### src/hw/rtl/cst_pkg.sv
// Shared constants, codes and types of the credential slot table.
package cst_pkg;

    localparam int TABLE_DEPTH  = 1024;
    localparam int ID_W         = 10;
    localparam int HASH_W       = 64;
    localparam int OP_W         = 3;
    localparam int STATUS_W     = 3;
    localparam int ID_LIMIT     = 1 << ID_W;
    // Highest addressable slot plus one: slot_id cannot reach beyond ID_LIMIT.
    localparam int SEARCH_LIMIT = (TABLE_DEPTH < ID_LIMIT) ? TABLE_DEPTH : ID_LIMIT;
    localparam int ROW_BITS     = 32;
    localparam int BIT_W        = 5;
    localparam int MAP_ROWS     = (SEARCH_LIMIT + ROW_BITS - 1) / ROW_BITS;
    localparam int ROW_W        = (MAP_ROWS > 1) ? $clog2(MAP_ROWS) : 1;
    localparam int HADDR_W      = $clog2(SEARCH_LIMIT);

    typedef enum logic [OP_W-1:0] {
        OP_CREATE = 3'd0,
        OP_DELETE = 3'd1,
        OP_LOGIN  = 3'd2,
        OP_LOGOUT = 3'd3,
        OP_CHANGE = 3'd4
    } t_op;

    typedef enum logic [2:0] {
        K_CREATE,
        K_DELETE,
        K_LOGIN,
        K_LOGOUT,
        K_CHANGE,
        K_REJECT
    } t_kind;

    typedef enum logic [STATUS_W-1:0] {
        ST_OK      = 3'd0,
        ST_FULL    = 3'd1,
        ST_NONE    = 3'd2,
        ST_BADHASH = 3'd3,
        ST_ONLINE  = 3'd4,
        ST_OFFLINE = 3'd5
    } t_status;

    typedef enum logic [1:0] {
        BS_CLEAR,
        BS_IDLE,
        BS_EXEC
    } t_back_state;

    typedef struct packed {
        t_kind             kind;
        logic [ID_W-1:0]   slot_id;
        logic [HASH_W-1:0] key_hash;
        logic [HASH_W-1:0] repl_hash;
    } t_cmd;

    typedef struct packed {
        logic pop;
        logic clearing;
    } t_back_ctl;

endpackage

### src/hw/rtl/cst_front.sv
// Front end: accepts request words, classifies them and queues them for the back end.
module cst_front (
    input  logic                     i_clk,
    input  logic                     i_rst_n,
    input  logic                     i_valid,
    output logic                     o_stall,
    input  logic [cst_pkg::OP_W-1:0]   i_operation,
    input  logic [cst_pkg::ID_W-1:0]   i_slot_id,
    input  logic [cst_pkg::HASH_W-1:0] i_key_hash,
    input  logic [cst_pkg::HASH_W-1:0] i_repl_hash,
    input  cst_pkg::t_back_ctl       i_ctl,
    output logic                     o_cmd_valid,
    output cst_pkg::t_cmd            o_cmd
);
    import cst_pkg::*;

    localparam int QDEPTH = 2;
    localparam int QCNT_W = $clog2(QDEPTH + 1);

    t_cmd              r_q [QDEPTH];
    logic              r_wr_ptr;
    logic              r_rd_ptr;
    logic [QCNT_W-1:0] r_count;
    logic              push;
    logic              id_ok;
    t_kind             kind;
    t_cmd              cmd_in;

    // Slot zero is reserved and slots beyond the table do not exist.
    assign id_ok = (i_slot_id != '0) &&
                   ({1'b0, i_slot_id} < (ID_W + 1)'(SEARCH_LIMIT));

    always_comb begin
        unique case (i_operation)
            OP_CREATE: kind = K_CREATE;
            OP_DELETE: kind = K_DELETE;
            OP_LOGIN:  kind = K_LOGIN;
            OP_LOGOUT: kind = K_LOGOUT;
            OP_CHANGE: kind = K_CHANGE;
            default:   kind = K_REJECT;
        endcase
        if (kind != K_CREATE && !id_ok) begin
            kind = K_REJECT;
        end
        cmd_in.kind      = kind;
        cmd_in.slot_id   = i_slot_id;
        cmd_in.key_hash  = i_key_hash;
        cmd_in.repl_hash = i_repl_hash;
    end

    assign o_stall     = (r_count == QCNT_W'(QDEPTH)) || i_ctl.clearing;
    assign push        = i_valid && !o_stall;
    assign o_cmd_valid = (r_count != '0);
    assign o_cmd       = r_q[r_rd_ptr];

    always_ff @(posedge i_clk) begin
        if (!i_rst_n) begin
            r_wr_ptr <= 1'b0;
            r_rd_ptr <= 1'b0;
            r_count  <= '0;
        end else begin
            if (push) begin
                r_wr_ptr <= !r_wr_ptr;
            end
            if (i_ctl.pop) begin
                r_rd_ptr <= !r_rd_ptr;
            end
            if (push && !i_ctl.pop) begin
                r_count <= r_count + 1'b1;
            end else if (!push && i_ctl.pop) begin
                r_count <= r_count - 1'b1;
            end
        end
    end

    always_ff @(posedge i_clk) begin
        if (push) begin
            r_q[r_wr_ptr] <= cmd_in;
        end
    end

endmodule

### config.mk
export PLATFORM = sky130hd
export DESIGN_NAME = cst_front
export DESIGN_NICKNAME = d
export VERILOG_FILES = /design/src/hw/rtl/cst_pkg.sv /design/src/hw/rtl/cst_front.sv
export SDC_FILE = /design/constraint.sdc
export NUM_CORES = 1
export LEC_CHECK = 0
export BUFFER_PORTS_ARGS = -buffer_cell sky130_fd_sc_hd__buf_2
export CORE_UTILIZATION = 52
export DETAILED_ROUTE_END_ITERATION = 8
export PLACE_DENSITY = 0.79
export RECOVER_POWER = 100
export REMOVE_ABC_BUFFERS = 1
export SLEW_MARGIN = 30
export SYNTH_ARGS = -nofsm -noshare
export SYNTH_HDL_FRONTEND = slang
export SYNTH_SLANG_ARGS = --single-unit
### constraint.sdc
create_clock -name i_clk -period 9.5 [get_ports i_clk]
set_input_delay 0.475 -clock i_clk [delete_from_list [all_inputs] [get_ports i_clk]]
set_output_delay 0.475 -clock i_clk [all_outputs]
set_load 0.01 [all_outputs]
; ---- Yosys cells after proc, flatten, opt, wreduce, memory -nomap -nowiden
; Memory sizes are Yosys's and may differ from the RTL's. A register that Yosys moved wholly into a read port is not among the register bits.
; Index checks and enable logic that the tools add are counted.
[classes]
mul = 0
eq_ne = 5
n_lt_le_gt_ge = 0
reduce_logical = 16
add_sub_neg = 2
n_shift = 0
mux = 8
div_mod_pow = 0
bitwise_logic = 0
[op_table]
columns = cell, n
row1 = case mux 3 bit (5 select lines), 1
row2 = nonzero test 10 bit, 1
row3 = "equality test 3 x 2 -> 1 bit, second input constant", 2
row4 = zero test 1 bit, 6
row5 = logical AND 1 bit, 4
row6 = 2-to-1 mux 1 bit, 4
row7 = 2-to-1 mux 2 bit, 2
row8 = nonzero test 2 bit, 2
row9 = "equality test 3 x 1 -> 1 bit, second input constant", 1
row10 = "equality test 3 bit, second input constant", 1
row11 = zero test 3 bit, 1
row12 = 2-to-1 mux 3 bit, 1
row13 = nonzero test 3 bit, 1
row14 = "adder 2 x 1 -> 2 bit, second input constant", 1
row15 = "equality test 2 bit, second input constant", 1
row16 = "subtractor 2 x 1 -> 2 bit, second input constant", 1
row17 = logical OR 1 bit, 1
[totals]
ramBits = 282
out_inout_bits = 143
inputBits = 146
latchBits = 0
mem_count = 1
rom_bits = 0
reg_bits = 4
elab_cells = 35
[mem_list]
columns = memory, depth, width, rd, rd_clocked_by_memory_dff, write_ports, line
row1 = r_q, 2, 141, 1, 1, 1, cst_front.sv:20  ; t_cmd r_q [QDEPTH];

; ---- Depth between registers and ports, before layout
[logic_depth]
word_depth = 8
depth_mapped = 6
ltp_nobuf = 6

; ---- Least setup slack after synthesis
; No wires, ideal clock.
[synth_path]
path_kind = input port to flip-flop
start = input i_ctl[0] in the netlist's numbering
end = memory r_q[0][0] in the netlist's numbering (enable)
setup_ps = 660
path_stages = 2
setup_slack_ps = 1862
n_path_buf = 0
arrival_time_ps = 6978
required_time_ps = 8840
path_cell_list = nor3b_2 -> nor2b_1
[synth_between]
elab_chain_len = 5
[synth_rtl]
columns = element, line
row1 = start: declaration, cst_front.sv:11  ; input cst_pkg::t_back_ctl i_ctl,
row2 = logical OR 1 bit, cst_front.sv:51  ; assign o_stall = (r_count == QCNT_W'(QDEPTH)) || i_ctl.clearing;
row3 = zero test 1 bit, cst_front.sv:52  ; assign push = i_valid && !o_stall;
row4 = logical AND 1 bit, cst_front.sv:52
row5 = 2-to-1 mux 1 bit, cst_front.sv:77  ; if (push) begin
row6 = 2-to-1 mux 1 bit (not written as such), cst_front.sv:78  ; r_q[r_wr_ptr] <= cmd_in;
row7 = end: declaration, cst_front.sv:20
; No other way between the ends.

; ---- Worst setup path in the final report
[layout_path]
start = register r_count[0]
end = memory r_q[0][115] in the netlist's numbering (enable)
[layout_between]
elab_chain_len = 6
[layout_rtl]
columns = element, line
row1 = start: declaration, cst_front.sv:23  ; logic [QCNT_W-1:0] r_count;
row2 = start signal: assignment, cst_front.sv:69  ; r_count <= r_count + 1'b1;
row3 = start signal: assignment, cst_front.sv:71  ; r_count <= r_count - 1'b1;
row4 = equality test 2 bit, cst_front.sv:51
row5 = logical OR 1 bit, cst_front.sv:51
row6 = zero test 1 bit, cst_front.sv:52
row7 = logical AND 1 bit, cst_front.sv:52
row8 = 2-to-1 mux 1 bit, cst_front.sv:77
row9 = 2-to-1 mux 1 bit (not written as such), cst_front.sv:78
; No other way between the ends.

==> run summary <==
Worst Setup End Kind -> flop
vias -> 5502
Post-CTS Setup Bufs -> 0
area of the die -> 21400 um2
CORE AREA -> 20400 um2
Worst Path Required -> 9650 ps
fin area -> 12900 um2
max_cap viols -> 4
Area Overhead vs Synth -> 19.4%
Multi-input gate area -> 1800 um2
CTS buffer count -> 29
mean post-synth cell area -> 22.9 um2
FF/Latch Area -> 8570 um2
hold_buf cts -> 0
CP arrival -> 5850 ps
# DRC -> 0
via/cell ratio -> 5.11
P_leak -> 4.51 nW
final-stage net count -> 930
Hold Startpoint -> i_repl_hash[11]
RSZ-0062 raised after global routing -> no
global-route usage over all layers -> 0.185
PortBufs -> 288
fraction of layout cells with a size suffix above 1 -> 0.325
maximum vdd ir drop -> 0.198 mV
Layout fillers -> 1514
Setup crit start kind -> flop
Worst Setup SP -> r_count[0]$_SDFFE_PN0P_
H-tree Lvls -> 1
Iteration-0 DRC Markers -> 202
status -> complete, but fails checks
gpl congestion -> 0.775
Final Cycle Share -> 0.600
mapped cell area -> 10800 um2
post-cts resize count -> 0
Std-Cell Rows -> 52
critical path cell sequence -> nor2b_1 > nor3b_1 > nor2b_4 > clkbuf_1 > buf_4
synth unique cells -> 28
initial core utilization -> 0.533
clk sinks -> 287
#FFs+latches synth -> 287
setup_tns -> 0 ps
CTS tree -> yes
Synth Warn # -> 0
clock slew at reported path FFs -> 60 ps
post-synthesis instance total -> 474
reg-to-reg startpoint -> r_count[0]$_SDFFE_PN0P_
Sw Share -> 0.219
Crit Path Max Fanout -> 72
Total Wirelength -> 20300 um
Power Internal -> 2.19 mW
CP peak stage delay -> 2930 ps
DPL Wire Length -> 13400 um
max frequency -> 175 MHz
GR Overflow Total -> 0
final slew viol count -> 222
combinational fraction of design power -> 0.095
Clock Skews -> 14.9 ps
Reg power frac -> 0.529
height of the die -> 146 um
Worst-Skew Late Latency -> 530 ps
number of global-route vias before repair -> 5931
Die X -> 146 um
WHS Path Cells -> 1
CTS root buffer -> clkbuf_16
sequential element share of the synthesized area -> 0.790
largest net degree at the start of global routing -> 78
Power, Total -> 2.80 mW
Hold Path Class -> in2reg
first-pass GRT wire length -> 30700 um
Reg2Reg Depth -> 5
WL per Instance -> 18.8 um
First-pass DRT Iterations -> 4
initial antenna violation count -> 3
worst-margin pin slew -> 4410 ps
Antenna Violating Nets Remaining -> 0
clock share of power -> 0.376
CP max-delay cell -> clkbuf_1
dpl cell area -> 12600 um2
min Tclk post-route -> 5700 ps
Layout Cells excl Fill -> 1077
Switch Pwr -> 613 uW
placed cell count -> 1022
Final setup viols -> 0
critical path class -> reg2reg
final hold violations -> 0
I/O Pins -> 289
Rel. slew slack -> -1.94
deepest clock path buffer count -> 3
P per Cell Area -> 216 nW/um2
violated checks -> capacitance limit, slew limit
## worst max-delay path: cells and delay by family (launching register included)
family | cells | cell delay (ps)
flip-flops | 1 | 410
buffers and inverters | 2 | 4000
AND/OR/NAND/NOR | 3 | 800
## kinds of logic (layout without fill, tap and decap cells)
logic type      after synthesis  in the layout  share of synthesized area
compound gates                5              5                    0.00311
xor+xnor                      3              3                    0.00242
fa+ha+maj                     1              1                    0.00115
buf+inv                      17            349                     0.0144
flops                       287            287                      0.790
mux                         142            142                      0.178
other cells                   0              1                          0
simple gates                 19             19                     0.0107
## path summary, 6_finish.rpt
| check | end | slack, ps |
|---|---|---|
| max | r_q[0][115]$_DFFE_PP_ | 3800 |
| min | r_q[0][11]$_DFFE_PP_ | 130 |
| max reg2reg | r_q[0][115]$_DFFE_PP_ | 3800 |
| min reg2reg | r_wr_ptr$_SDFFE_PN0N_ | 520 |
## synthesized netlist by cell type
cell,instances,share of area
mux2i_1,1,0.00092
mux2_4,90,0.12
dfxtp_1,5,0.0092
a21oi_1,1,0.00046
o2111ai_1,1,0.00081
nand2_1,2,0.00069
ha_1,1,0.0012
and3b_1,1,0.00081
or3_1,1,0.00058
buf_6,10,0.010
buf_2,5,0.0023
edfxtp_1,282,0.78
nand2b_1,1,0.00058
mux2_2,51,0.053
xor2_1,2,0.0016
and2_1,4,0.0023
or2_2,2,0.0012
nor4_1,2,0.0012
o21bai_1,1,0.00069
buf_8,1,0.0014
nor3b_2,1,0.0012
a21boi_1,1,0.00069
xnor2_1,1,0.00081
nor2b_1,2,0.0012
nand3_1,1,0.00046
o21ai_0,1,0.00046
nor2_1,2,0.00069
inv_1,1,0.00035
## sequential cells by signal, summed over array words and instances (netlist names), named ones only
| name | count |
|---|---|
| r_rd_ptr | 1 |
| r_q | 282 |
| r_count | 2 |
| r_wr_ptr | 1 |
## metal layers
layer | vias up | global-route usage | wire length [um]
met5 | - | 0 | 10
met4 | 2 | 0.0536 | 453
met3 | 38 | 0.0569 | 1710
met2 | 244 | 0.325 | 10200
met1 | 2715 | 0.218 | 7900
li1 | 2503 | - | -
## power groups by stage
stage | sequential [mW] | clock (mW) | combinational (mW)
4_1_cts | 1.48 | 1.08 | 0.318
3_3_place_gp | 1.50 | 0 | 0.306
2_1_floorplan | 1.53 | 0 | 0.191
5_1_grt | 1.49 | 1.13 | 0.288
3_5_place_dp | 1.51 | 0 | 0.316
6_report | 1.48 | 1.05 | 0.267
## metrics by stage
stage	utilization	setup slack, ps	hold slack, ps
finish	0.636	3800	126
global route	0.636	3430	97.9
CTS	0.661	6380	98.1
detailed placement	0.616	6300	509
global placement	0.615	6410	470
floorplan	-	1860	451
## layout by cell type (no fill, tap or decap), types with 2 or more instances in the layout
master	netlist	final
clkbuf_16	0	29
nor2_1	2	2
and2_0	0	4
buf_2	5	157
clkinvlp_4	0	2
dfxtp_1	5	5
clkinv_2	0	10
nand2_1	2	2
mux2_1	0	86
nor4_1	2	2
xor2_1	2	2
edfxtp_1	282	282
mux2_2	51	51
clkbuf_1	0	136
or2_2	2	2
mux2_4	90	4
clkinv_1	0	7
bufinv_16	0	2
## layout make-up
cell class                      instances  area share
Sequential cell                       287       0.662
Multi-Input combinational cell        170       0.139
Timing Repair Buffer                  294       0.103
Clock buffer                           32      0.0569
Tap cell                              270      0.0261
Clock inverter                         22      0.0124
Inverter                                1    0.000290
Antenna cell                            1    0.000193
Power figures use the tool's default switching activity.
